===== src/rtl/caseless_line_substring_match_top_macros.svh =====
// assertion helpers for the caseless line matcher
`ifndef CASELESS_LINE_SUBSTRING_MATCH_TOP_MACROS_SVH
`define CASELESS_LINE_SUBSTRING_MATCH_TOP_MACROS_SVH

`ifndef SYNTHESIS
`define CLSM_ASSERT_IMP(label, clk, rst, ante, cons, msg) \
  label: assert property (@(posedge clk) disable iff (rst) (ante) |-> (cons)) else $error(msg);
`define CLSM_ASSERT_NXT(label, clk, rst, ante, cons, msg) \
  label: assert property (@(posedge clk) disable iff (rst) (ante) |=> (cons)) else $error(msg);
`else
`define CLSM_ASSERT_IMP(label, clk, rst, ante, cons, msg)
`define CLSM_ASSERT_NXT(label, clk, rst, ante, cons, msg)
`endif

`endif


===== src/rtl/clsm_pkg.sv =====
package clsm_pkg;

  localparam int STORE_BYTES = 32;
  localparam int PATTERN_MAX_DEFAULT = 32;
  localparam int PATTERN_W = STORE_BYTES * 8;
  localparam int LEN_W = 6;
  localparam int CFG_INDEX_W = 3;
  localparam int COUNT_W = 32;

  localparam logic [7:0] NEWLINE_BYTE = 8'd10;

  localparam logic [CFG_INDEX_W-1:0] REG_PAT_LOW      = 3'd0;
  localparam logic [CFG_INDEX_W-1:0] REG_PAT_MID_LOW  = 3'd1;
  localparam logic [CFG_INDEX_W-1:0] REG_PAT_MID_HIGH = 3'd2;
  localparam logic [CFG_INDEX_W-1:0] REG_PAT_HIGH     = 3'd3;
  localparam logic [CFG_INDEX_W-1:0] REG_PAT_LENGTH   = 3'd4;

  typedef struct packed {
    logic step;   // non-newline byte accepted: cells shift
    logic clear;  // line end accepted: cells drop their partial matches
  } chain_ctrl_t;

  function automatic logic [7:0] fold_case(input logic [7:0] b);
    logic [7:0] r;
    r = b;
    if (b >= 8'd65 && b <= 8'd90) r = b + 8'd32;
    return r;
  endfunction

endpackage


===== src/rtl/clsm_cell.sv =====
module clsm_cell (
  input  logic                  clk,
  input  logic                  rst,
  input  clsm_pkg::chain_ctrl_t ctrl,
  input  logic                  en,
  input  logic [7:0]            pat_byte,
  input  logic [7:0]            text_folded,
  input  logic                  prev,
  output logic                  match,
  output logic                  match_upd
);

  logic eq;

  assign eq = (clsm_pkg::fold_case(pat_byte) == text_folded);

  // cells past the active length keep their bit
  assign match_upd = (ctrl.step && en) ? (prev && eq) : match;

  always_ff @(posedge clk) begin
    if (rst) begin
      match <= 1'b0;
    end else if (ctrl.clear) begin
      match <= 1'b0;
    end else begin
      match <= match_upd;
    end
  end

endmodule


===== src/rtl/clsm_chain.sv =====
module clsm_chain #(
  parameter int PATTERN_MAX = clsm_pkg::PATTERN_MAX_DEFAULT
) (
  input  logic                           clk,
  input  logic                           rst,
  input  clsm_pkg::chain_ctrl_t          ctrl,
  input  logic [clsm_pkg::PATTERN_W-1:0] pattern,
  input  logic [clsm_pkg::LEN_W-1:0]     pattern_length,
  input  logic [7:0]                     text_folded,
  output logic                           hit
);

  localparam int CELLS = (PATTERN_MAX < clsm_pkg::STORE_BYTES) ?
                         PATTERN_MAX : clsm_pkg::STORE_BYTES;
  localparam int IDX_W = (CELLS > 1) ? $clog2(CELLS) : 1;
  localparam logic [clsm_pkg::LEN_W-1:0] LEN_CAP = clsm_pkg::LEN_W'(CELLS);

  logic [clsm_pkg::LEN_W-1:0] len_eff;
  logic [clsm_pkg::LEN_W-1:0] len_less;
  logic [IDX_W-1:0]           last_idx;
  logic [CELLS-1:0]           match;
  logic [CELLS-1:0]           match_upd;

  always_comb begin
    len_eff = pattern_length;
    if (len_eff == '0) len_eff = clsm_pkg::LEN_W'(1);
    if (len_eff > LEN_CAP) len_eff = LEN_CAP;
    len_less = len_eff - clsm_pkg::LEN_W'(1);
    last_idx = len_less[IDX_W-1:0];
  end

  for (genvar i = 0; i < CELLS; i++) begin : g_cell
    logic prev;
    logic en;

    if (i == 0) begin : g_head
      assign prev = 1'b1;
    end else begin : g_link
      assign prev = match[i-1];
    end

    assign en = (len_eff > clsm_pkg::LEN_W'(i));

    clsm_cell u_cell (
      .clk         (clk),
      .rst         (rst),
      .ctrl        (ctrl),
      .en          (en),
      .pat_byte    (pattern[8*i +: 8]),
      .text_folded (text_folded),
      .prev        (prev),
      .match       (match[i]),
      .match_upd   (match_upd[i])
    );
  end

  assign hit = ctrl.step && match_upd[last_idx];

endmodule


===== src/rtl/caseless_line_substring_match_top.sv =====
// Caseless line matcher: text enters one byte per request on s_tdata, with s_tlast on the
// final byte, and the configured pattern (up to 32 bytes, ASCII letters folded to lower
// case) is searched for in every line by a row of compare cells, one per pattern byte,
// each passing its partial-match bit to the next. A newline or the last byte closes a
// line and yields one result: line number and running match total on m_tdata, the line's
// match flag on m_tuser, end of text on m_tlast. A byte can be accepted on every
// clock; results go through a two-entry output buffer and s_tready drops only while both
// entries are full, and results are registered there. Pattern writes take effect for the
// next byte, even in the middle of a line.
`include "caseless_line_substring_match_top_macros.svh"

module caseless_line_substring_match_top #(
  parameter int PATTERN_MAX = clsm_pkg::PATTERN_MAX_DEFAULT
) (
  input  logic                             clk,
  input  logic                             rst,
  input  logic                             s_tvalid,
  output logic                             s_tready,
  input  logic [7:0]                       s_tdata,   // text_byte
  input  logic                             s_tlast,   // end_of_text
  output logic                             m_tvalid,
  input  logic                             m_tready,
  output logic [2*clsm_pkg::COUNT_W-1:0]   m_tdata,   // match_total, line_number
  output logic                             m_tuser,   // line_matched
  output logic                             m_tlast,   // text_done
  input  logic                             cfg_valid,
  output logic                             cfg_ready,
  input  logic [clsm_pkg::CFG_INDEX_W-1:0] cfg_index,
  input  logic [63:0]                      cfg_data
);

  localparam int CW = clsm_pkg::COUNT_W;
  localparam int OUT_W = 2 * CW + 2;

  logic [clsm_pkg::PATTERN_W-1:0] pattern;
  logic [clsm_pkg::LEN_W-1:0]     pattern_length;

  logic                  acc;
  logic                  newline;
  logic                  line_end;
  logic [7:0]            text_folded;
  clsm_pkg::chain_ctrl_t ctrl;
  logic                  hit;

  logic                  line_hit;
  logic [CW-1:0]         line_counter;
  logic [CW-1:0]         match_counter;
  logic                  matched;
  logic [CW-1:0]         match_counter_next;
  logic [OUT_W-1:0]      result;
  logic                  push;
  logic                  pop;

  logic                  out_valid;
  logic [OUT_W-1:0]      out_data;
  logic                  skid_valid;
  logic [OUT_W-1:0]      skid_data;

  // configuration
  assign cfg_ready = 1'b1;

  always_ff @(posedge clk) begin
    if (rst) begin
      pattern        <= '0;
      pattern_length <= clsm_pkg::LEN_W'(1);
    end else if (cfg_valid) begin
      unique case (cfg_index)
        clsm_pkg::REG_PAT_LOW:      pattern[0*64 +: 64] <= cfg_data;
        clsm_pkg::REG_PAT_MID_LOW:  pattern[1*64 +: 64] <= cfg_data;
        clsm_pkg::REG_PAT_MID_HIGH: pattern[2*64 +: 64] <= cfg_data;
        clsm_pkg::REG_PAT_HIGH:     pattern[3*64 +: 64] <= cfg_data;
        clsm_pkg::REG_PAT_LENGTH:   pattern_length <= cfg_data[clsm_pkg::LEN_W-1:0];
        default: ;
      endcase
    end
  end

  // matching row
  assign acc         = s_tvalid && s_tready;
  assign newline     = (s_tdata == clsm_pkg::NEWLINE_BYTE);
  assign line_end    = newline || s_tlast;
  assign text_folded = clsm_pkg::fold_case(s_tdata);
  assign ctrl.step   = acc && !newline;
  assign ctrl.clear  = acc && line_end;

  clsm_chain #(
    .PATTERN_MAX (PATTERN_MAX)
  ) u_chain (
    .clk            (clk),
    .rst            (rst),
    .ctrl           (ctrl),
    .pattern        (pattern),
    .pattern_length (pattern_length),
    .text_folded    (text_folded),
    .hit            (hit)
  );

  // line bookkeeping
  assign matched = line_hit || hit;

  always_comb begin
    match_counter_next = match_counter;
    if (matched && match_counter != '1) match_counter_next = match_counter + CW'(1);
  end

  assign result = {s_tlast, matched, match_counter_next, line_counter};
  assign push   = acc && line_end;

  always_ff @(posedge clk) begin
    if (rst) begin
      line_hit      <= 1'b0;
      line_counter  <= CW'(1);
      match_counter <= '0;
    end else if (push) begin
      line_hit <= 1'b0;
      if (s_tlast) begin
        line_counter  <= CW'(1);
        match_counter <= '0;
      end else begin
        if (line_counter != '1) line_counter <= line_counter + CW'(1);
        match_counter <= match_counter_next;
      end
    end else if (acc && hit) begin
      line_hit <= 1'b1;
    end
  end

  // two-entry output buffer
  assign s_tready = !skid_valid;
  assign pop      = out_valid && m_tready;

  always_ff @(posedge clk) begin
    if (rst) begin
      out_valid  <= 1'b0;
      skid_valid <= 1'b0;
    end else if (skid_valid) begin
      if (pop) begin
        skid_valid <= 1'b0;
      end
    end else if (push) begin
      if (out_valid && !pop) begin
        skid_valid <= 1'b1;
      end else begin
        out_valid <= 1'b1;
      end
    end else if (pop) begin
      out_valid <= 1'b0;
    end
  end

  always_ff @(posedge clk) begin
    if (skid_valid) begin
      if (pop) out_data <= skid_data;
    end else if (push) begin
      if (out_valid && !pop) begin
        skid_data <= result;
      end else begin
        out_data <= result;
      end
    end
  end

  assign m_tvalid = out_valid;
  assign m_tdata  = {out_data[2*CW-1:CW], out_data[CW-1:0]};
  assign m_tuser  = out_data[2*CW];
  assign m_tlast  = out_data[2*CW+1];

  `CLSM_ASSERT_IMP(a_skid_behind_out, clk, rst, skid_valid, out_valid, "skid entry without output entry")
  `CLSM_ASSERT_IMP(a_line_nonzero, clk, rst, 1'b1, line_counter != '0, "line counter reached zero")
  `CLSM_ASSERT_IMP(a_matches_bounded, clk, rst, 1'b1, (match_counter < line_counter) || (line_counter == '1), "more matching lines than lines")
  `CLSM_ASSERT_NXT(a_text_restart, clk, rst, push && s_tlast, (line_counter == CW'(1)) && (match_counter == '0) && !line_hit, "counters not cleared after end of text")

endmodule

===== config.mk =====
export PLATFORM = sky130hd
export DESIGN_NAME = caseless_line_substring_match_top
export DESIGN_NICKNAME = d
export VERILOG_FILES = /design/src/rtl/clsm_pkg.sv /design/src/rtl/clsm_cell.sv /design/src/rtl/clsm_chain.sv /design/src/rtl/caseless_line_substring_match_top.sv
export VERILOG_INCLUDE_DIRS = /design/src /design/src/rtl
export SDC_FILE = /design/constraint.sdc
export NUM_CORES = 1
export LEC_CHECK = 0
export BUFFER_PORTS_ARGS = -buffer_cell sky130_fd_sc_hd__buf_2
export CORE_UTILIZATION = 49
export CTS_BUF_LIST = sky130_fd_sc_hd__clkbuf_4 sky130_fd_sc_hd__clkbuf_8
export DETAILED_ROUTE_END_ITERATION = 7
export GPL_TIMING_DRIVEN = 0
export PLACE_DENSITY = 0.64
export SLEW_MARGIN = 10
export SYNTH_ARGS = -nofsm -noshare
export SYNTH_HDL_FRONTEND = slang
export SYNTH_SLANG_ARGS = --single-unit

===== constraint.sdc =====
create_clock -name clk -period 7.9 [get_ports clk]
set_input_delay 1.58 -clock clk [delete_from_list [all_inputs] [get_ports clk]]
set_output_delay 1.58 -clock clk [all_outputs]
set_load 0.005 [all_outputs]

Word level (Yosys, flattened, before mapping)

Index checks and enable logic that the tools add are counted.

Register bits: 493
Logic and storage cells: 431

$add $sub $neg: 36
$lt $le $gt $ge: 100
Equality and inequality tests: 42
Multiplexer cells: 84
Bitwise logic cells: 1
Reductions and logical operators: 124

Operators by type and width:

| operator              | number |
|---|---|
| $add 8x6->8 const B   | 33 |
| $ge 8x7->1 const B    | 33 |
| $le 8x7->1 const B    | 33 |
| $mux 66               | 4 |
| $mux 8                | 33 |
| $eq 8x8->1            | 32 |
| $mux 32               | 4 |
| $logic_and 1x1->1     | 104 |
| $gt 6x5->1 const B    | 16 |
| $add 32x1->32 const B | 2 |
| $ne 32x32->1 const B  | 2 |
| $gt 6x4->1 const B    | 8 |
| $mux 1                | 40 |
| $gt 6x3->1 const B    | 4 |
| $gt 6x1->1 const B    | 2 |
| $gt 6x2->1 const B    | 2 |
| $mux 6                | 2 |
| $reduce_and 2->1      | 6 |
| $reduce_and 3->1      | 3 |
| $eq 8x4->1 const B    | 1 |
| $eq 3x2->1 const B    | 2 |
| $gt 6x6->1 const B    | 1 |
| $logic_not 6->1       | 1 |
| $lt 5x6->1 const B    | 1 |
| other kinds (11)      | 18 |

Logic depth before layout (Yosys ltp)

Word-level depth: 16
Gate-level depth with buffers: 23
Gate-level depth less buffers: 18

Hierarchy

From an unflattened synthesis, not the netlist that was laid out.

Cells, all modules: 3042
Area total of the unflattened synthesis: 26539.2 um^2

By module, submodules not included:

| module                            | times used | cells each | area each (um^2) | sequential area each (um^2) |
|---|---|---|---|---|
| caseless_line_substring_match_top | 1          | 1971       | 18193.7          | 10550.1 |
| clsm_cell                         | 32         | 30         | 236.5            | 20.0 |
| clsm_chain                        | 1          | 111        | 778.2            | 0.0 |

Least setup slack after synthesis

No wires, ideal clock.

Path type: in2reg
From: input port s_tdata[0]
To: register out_data[0] (enable)
Setup time: 0.512 ns
Data arrival time: 6.055 ns
Required time: 7.388 ns
Slack: 1.334 ns
Stages on the path: 7
Path buffers: 3
Cell sequence: buf_2 -> or4_1 -> buf_2 -> nor2_1 -> o21ai_1 -> clkbuf_1 -> a21oi_1

Cells in the longest elaborated chain, start to end: 5

RTL lines:

| item                        | line                                     | source |
|---|---|---|
| start: declaration          | caseless_line_substring_match_top.sv:19  | `input logic [7:0] s_tdata,` |
| $eq 8x4->1                  | caseless_line_substring_match_top.sv:80  | `assign newline = (s_tdata == clsm_pkg::NEWLINE_BYTE);` |
| $logic_or 1x1->1            | caseless_line_substring_match_top.sv:81  | `assign line_end = newline \|\| s_tlast;` |
| $logic_and 1x1->1           | caseless_line_substring_match_top.sv:107 | `assign push = acc && line_end;` |
| $reduce_bool 2->1 (no line) | -                                        |  |
| $reduce_and 3->1 (no line)  | -                                        |  |
| end signal: assignment      | caseless_line_substring_match_top.sv:153 | `if (pop) out_data <= skid_data;` |
| end signal: assignment      | caseless_line_substring_match_top.sv:158 | `out_data <= result;` |
| end: declaration            | caseless_line_substring_match_top.sv:55  | `logic [OUT_W-1:0] out_data;` |

Every way passes these cells.
A chain may end at the register's enable or synchronous reset.

Worst setup path after layout

From: input port s_tdata[1]
To: register match_counter[13]

Cells in the longest elaborated chain, start to end: 13
Elaborated cells on any way between the ends: 144
Those cells by class: add/sub: 1; order compare: 2; eq/ne: 33; mux: 37; reduce/logical: 71

RTL lines:

| item                                     | line                                     | source |
|---|---|---|
| $ge 8x7->1 or $le 8x7->1 (tied branches) | clsm_pkg.sv:26                           | `if (b >= 8'd65 && b <= 8'd90) r = b + 8'd32;` |
| $logic_and 1x1->1                        | clsm_pkg.sv:26                           |  |
| $mux 8                                   | clsm_pkg.sv:26                           |  |
| $eq 8x8->1                               | clsm_cell.sv:15                          | `assign eq = (clsm_pkg::fold_case(pat_byte) == text_folded);` |
| $logic_and 1x1->1                        | clsm_cell.sv:18                          | `assign match_upd = (ctrl.step && en) ? (prev && eq) : match;` |
| $mux 1                                   | clsm_cell.sv:18                          |  |
| $bmux 1 s5                               | clsm_chain.sv:57                         | `assign hit = ctrl.step && match_upd[last_idx];` |
| $mux 1 (not written as such)             | clsm_chain.sv:57                         |  |
| $logic_and 1x1->1                        | clsm_chain.sv:57                         |  |
| $logic_or 1x1->1                         | caseless_line_substring_match_top.sv:99  | `assign matched = line_hit \|\| hit;` |
| $logic_and 1x1->1                        | caseless_line_substring_match_top.sv:103 | `if (matched && match_counter != '1) match_counter_next = match_counter + CW'(1);` |
| $mux 32                                  | caseless_line_substring_match_top.sv:103 |  |
| $mux 32                                  | caseless_line_substring_match_top.sv:116 | `if (s_tlast) begin` |
| end signal: assignment                   | caseless_line_substring_match_top.sv:121 | `match_counter <= match_counter_next;` |
| end: declaration                         | caseless_line_substring_match_top.sv:47  | `logic [CW-1:0] match_counter;` |

Several ways; a longest one is shown, not always the timed one. The select of a mux whose other input is x is not followed.

==> results.py <==
metrics = {
    "run_status": {
        "outcome": "completed",
    },
    "yosys": {
        "async_flop_share": 0,
        "netlist_area_um2": 25280,
        "yosysUniqueCellTypes": 85,
        "ys_ff_latch": 493,
        "synth_nets": 3071,
        "synth_flop_cell": "dfxtp_1",
        "syn_inst": 2951,
        "avgSynthCellArea_um2": 8.568,
        "synth_edf_count": 132,
        "yosysSeqAreaShare": 0.4426,
        "yosysWarnings": 0,
    },
    "clock_tree": {
        "holdBufCountCts": 0,
        "cts_tree": "done",
        "cts_buffer_depth": 3,
        "numClockSinks": 493,
        "cts_buffers": 85,
        "cts_setup_buffers": 0,
        "cts_resized": 0,
        "cts_root_buf": "clkbuf_8",
        "htree_levels": 3,
        "clk_latency_ps": 720,
        "clkTransAtPathRegs_ps": 60,
    },
    "grt": {
        "grt_max_degree": 60,
        "track_usage": 0.3119,
        "antenna_found_initial": 2,
        "grt_overflow": 0,
        "first_global_vias": 21670,
        "grt_pass1_wl_mm": 126.1,
    },
    "timing": {
        "rsz0062_at_grt": "no",
        "clock.fmax_ghz": 0.1397,
        "setup_viol": 0,
        "hold_violations": 0,
        "final_max_slew_viol_count": 0,
        "max-slew-margin-rel": 0.06177,
        "tightest_slew_ps": 1407,
        "finClkSkew_ps": 44.99,
        "fin_crit_sh": 0.9063,
        "period_minus_slack_ps": 7160,
        "worst_slack_ps": 740.3,
    },
    "routing": {
        "drc": 0,
        "wirelength_mm": 82.70,
        "first_pass_iters": 6,
        "wl_per_cell_um": 21.05,
        "drtAntennaViolNets": 0,
        "drt_iter0_markers": 1861,
        "viasPerCell": 5.753,
        "via_count": 22600,
    },
    "cells_and_area": {
        "stdcell_count": 3928,
        "final_common_cell": "nand2_1",
        "finalNetCount": 3304,
        "final_cell_mix": "nand2_1, dfxtp_1, a21oi_1",
        "syn2layout_area_growth_pct": 13.73,
        "drive_gt1_frac": 0.1325,
    },
    "floorplanning": {
        "initial_core_util": 0.5009,
        "dieArea_um2": 52510,
        "die_w_um": 229.2,
        "pin_count": 150,
        "rows": 82,
        "fp.dieH_um": 229.2,
        "coreArea_um2": 50480,
    },
    "setup_path": {
        "crit_fanout": 10,
        "worstSetupPathType": "primary input to flip-flop",
        "r2r-start": "pattern_length[3]$_SDFFE_PP0P_",
        "crit_path_end_kind": "flip-flop",
        "rr_endpoint": "out_data[58]$_DFFE_PP_",
        "regToRegSetupSlack_ps": 1180,
        "crit_required_ps": 8460,
        "cp.arrival_ps": 7720,
        "start_kind": "primary input",
        "r2r_cells": 22,
    },
    "place": {
        "gp_congestion": 0.9631,
        "hpwl_mm": 59.45,
        "port_buffers": 142,
        "dp.cells": 3769,
        "pre_cts_ws_ps": 137.8,
    },
    "power": {
        "total_leakage_power_nw": 10.20,
        "powerDensity_nw_per_um2": 196.3,
        "vdd_drop_max_mv": 0.1549,
    },
    "hold_path": {
        "holdPathStages": 1,
        "min_from": "match_counter[23]$_SDFFE_PP0P_",
        "hold_path_end": "match_counter[23]$_SDFFE_PP0P_",
        "hold_path.class": "flip-flop to flip-flop",
    },
    "run": {
        "cap_violations": 0,
    },
}
layout make-up:
type                    count  area (µm²)
diodes                      2       5.005
flip-flops and latches    493       11190
clock inverters            40       330.3
multi-input cells        2206       13090
clock buffers             117        1473
fillers                  4615       21720
plain buffers             179       762.0
inverters                  73       274.0
well taps                 672       840.8
repair buffers            146       793.3
cell families (layout without fill, tap and decap cells):
kind of cell	count (synthesis)	in the layout	share of synthesized area
compound gates	640	640	0.1524
xor+xnor	308	308	0.1067
fa+ha+maj	39	39	0.01930
buf+inv	252	555	0.04073
flops	493	493	0.4426
mux	71	71	0.03113
other cells	1	3	0.0001483
simple gates	1147	1147	0.2070
worst max path at each step:
stage,to,start
5_1_grt,out_data[56]$_DFFE_PP_,s_tdata[1]
3_5_place_dp,out_data[58]$_DFFE_PP_,s_tdata[1]
2_1_floorplan,out_data[0]$_DFFE_PP_,s_tdata[0]
4_1_cts,out_data[58]$_DFFE_PP_,s_tdata[1]
6_report,match_counter[13]$_SDFFE_PP0P_,s_tdata[1]
3_3_place_gp,out_data[3]$_DFFE_PP_,s_tdata[1]
metal layers:
metal	global-route usage	up-vias	part of all wire
met5	0	-	0
met3	0.05179	196	0.061
met2	0.5301	793	0.48
met1	0.3860	10830	0.41
met4	0.1427	0	0.046
li1	-	10780	-
per-stage QoR:
| stage | TNS [ps] | area [µm²] | utilization | power [mW] | hold slack (ps) |
|---|---|---|---|---|---|
| floorplan | 0 | 25280 | - | 3.023 | 425.9 |
| global placement | -81130 | 26830 | 0.5316 | 3.219 | 433.4 |
| detailed placement | 0 | 26940 | 0.5337 | 3.234 | 443.4 |
| CTS | 0 | 28740 | 0.5694 | 5.672 | 456.3 |
| global route | 0 | 28750 | 0.5696 | 5.838 | 476.2 |
| finish | 0 | 28750 | 0.5696 | 5.644 | 451.9 |
flip-flops by register name, indices dropped and copies added, names as in the netlist:
signal and flops:
skid_data 66, m_tvalid 1, line_counter 32, out_data 66, line_hit 1, match_counter 32
pattern 256, pattern_length 6, u_chain.g_cell.u_cell.match 32, skid_valid 1
Yosys cell counts (11+ instances only):
master     instances  share of area
mux2_2            61          0.027
a2bb2oi_1         19         0.0066
o31ai_1           11         0.0033
a41oi_1           18         0.0062
nand4_1           36         0.0089
inv_1             70          0.010
nor3_1            84          0.017
nor4_1            44          0.011
or4_1             16         0.0048
and3_1            22         0.0054
buf_1             25         0.0037
a21boi_0          25         0.0074
xnor2_1          120          0.042
and2_1            11         0.0027
xor2_1           188          0.065
ha_1              39          0.019
a21oi_1          355          0.070
nor2_1           144          0.021
a21o_1            13         0.0039
buf_2             19         0.0038
a31oi_1           52          0.013
nand3_1           49         0.0097
nand2_1          654          0.097
clkbuf_1         123          0.018
dfxtp_1          361           0.29
edfxtp_1         132           0.16
o21ai_0           55          0.011
or3_1             20         0.0049
report_power, final:
| part | total, mW | switching [mW] | internal, mW |
|---|---|---|---|
| clock | 2.46 | 1.12 | 1.33 |
| sequential | 2.68 | 0.0403 | 2.64 |
| combinational | 0.511 | 0.346 | 0.165 |
worst max-delay path: stages:
cell and delay (ps):
buf_2 120, clkbuf_1 850, a21oi_1 140, o211ai_1 900, buf_4 410, buf_4 370
xor2_1 120, nor4_1 830, o2bb2ai_1 260, a311oi_1 390, o2111a_1 240, a211oi_1 140
buf_6 240, buf_6 160, nor2_1 550, a311o_1 280, a31oi_1 80
No activity file was read; power rests on OpenSTA's default activity.
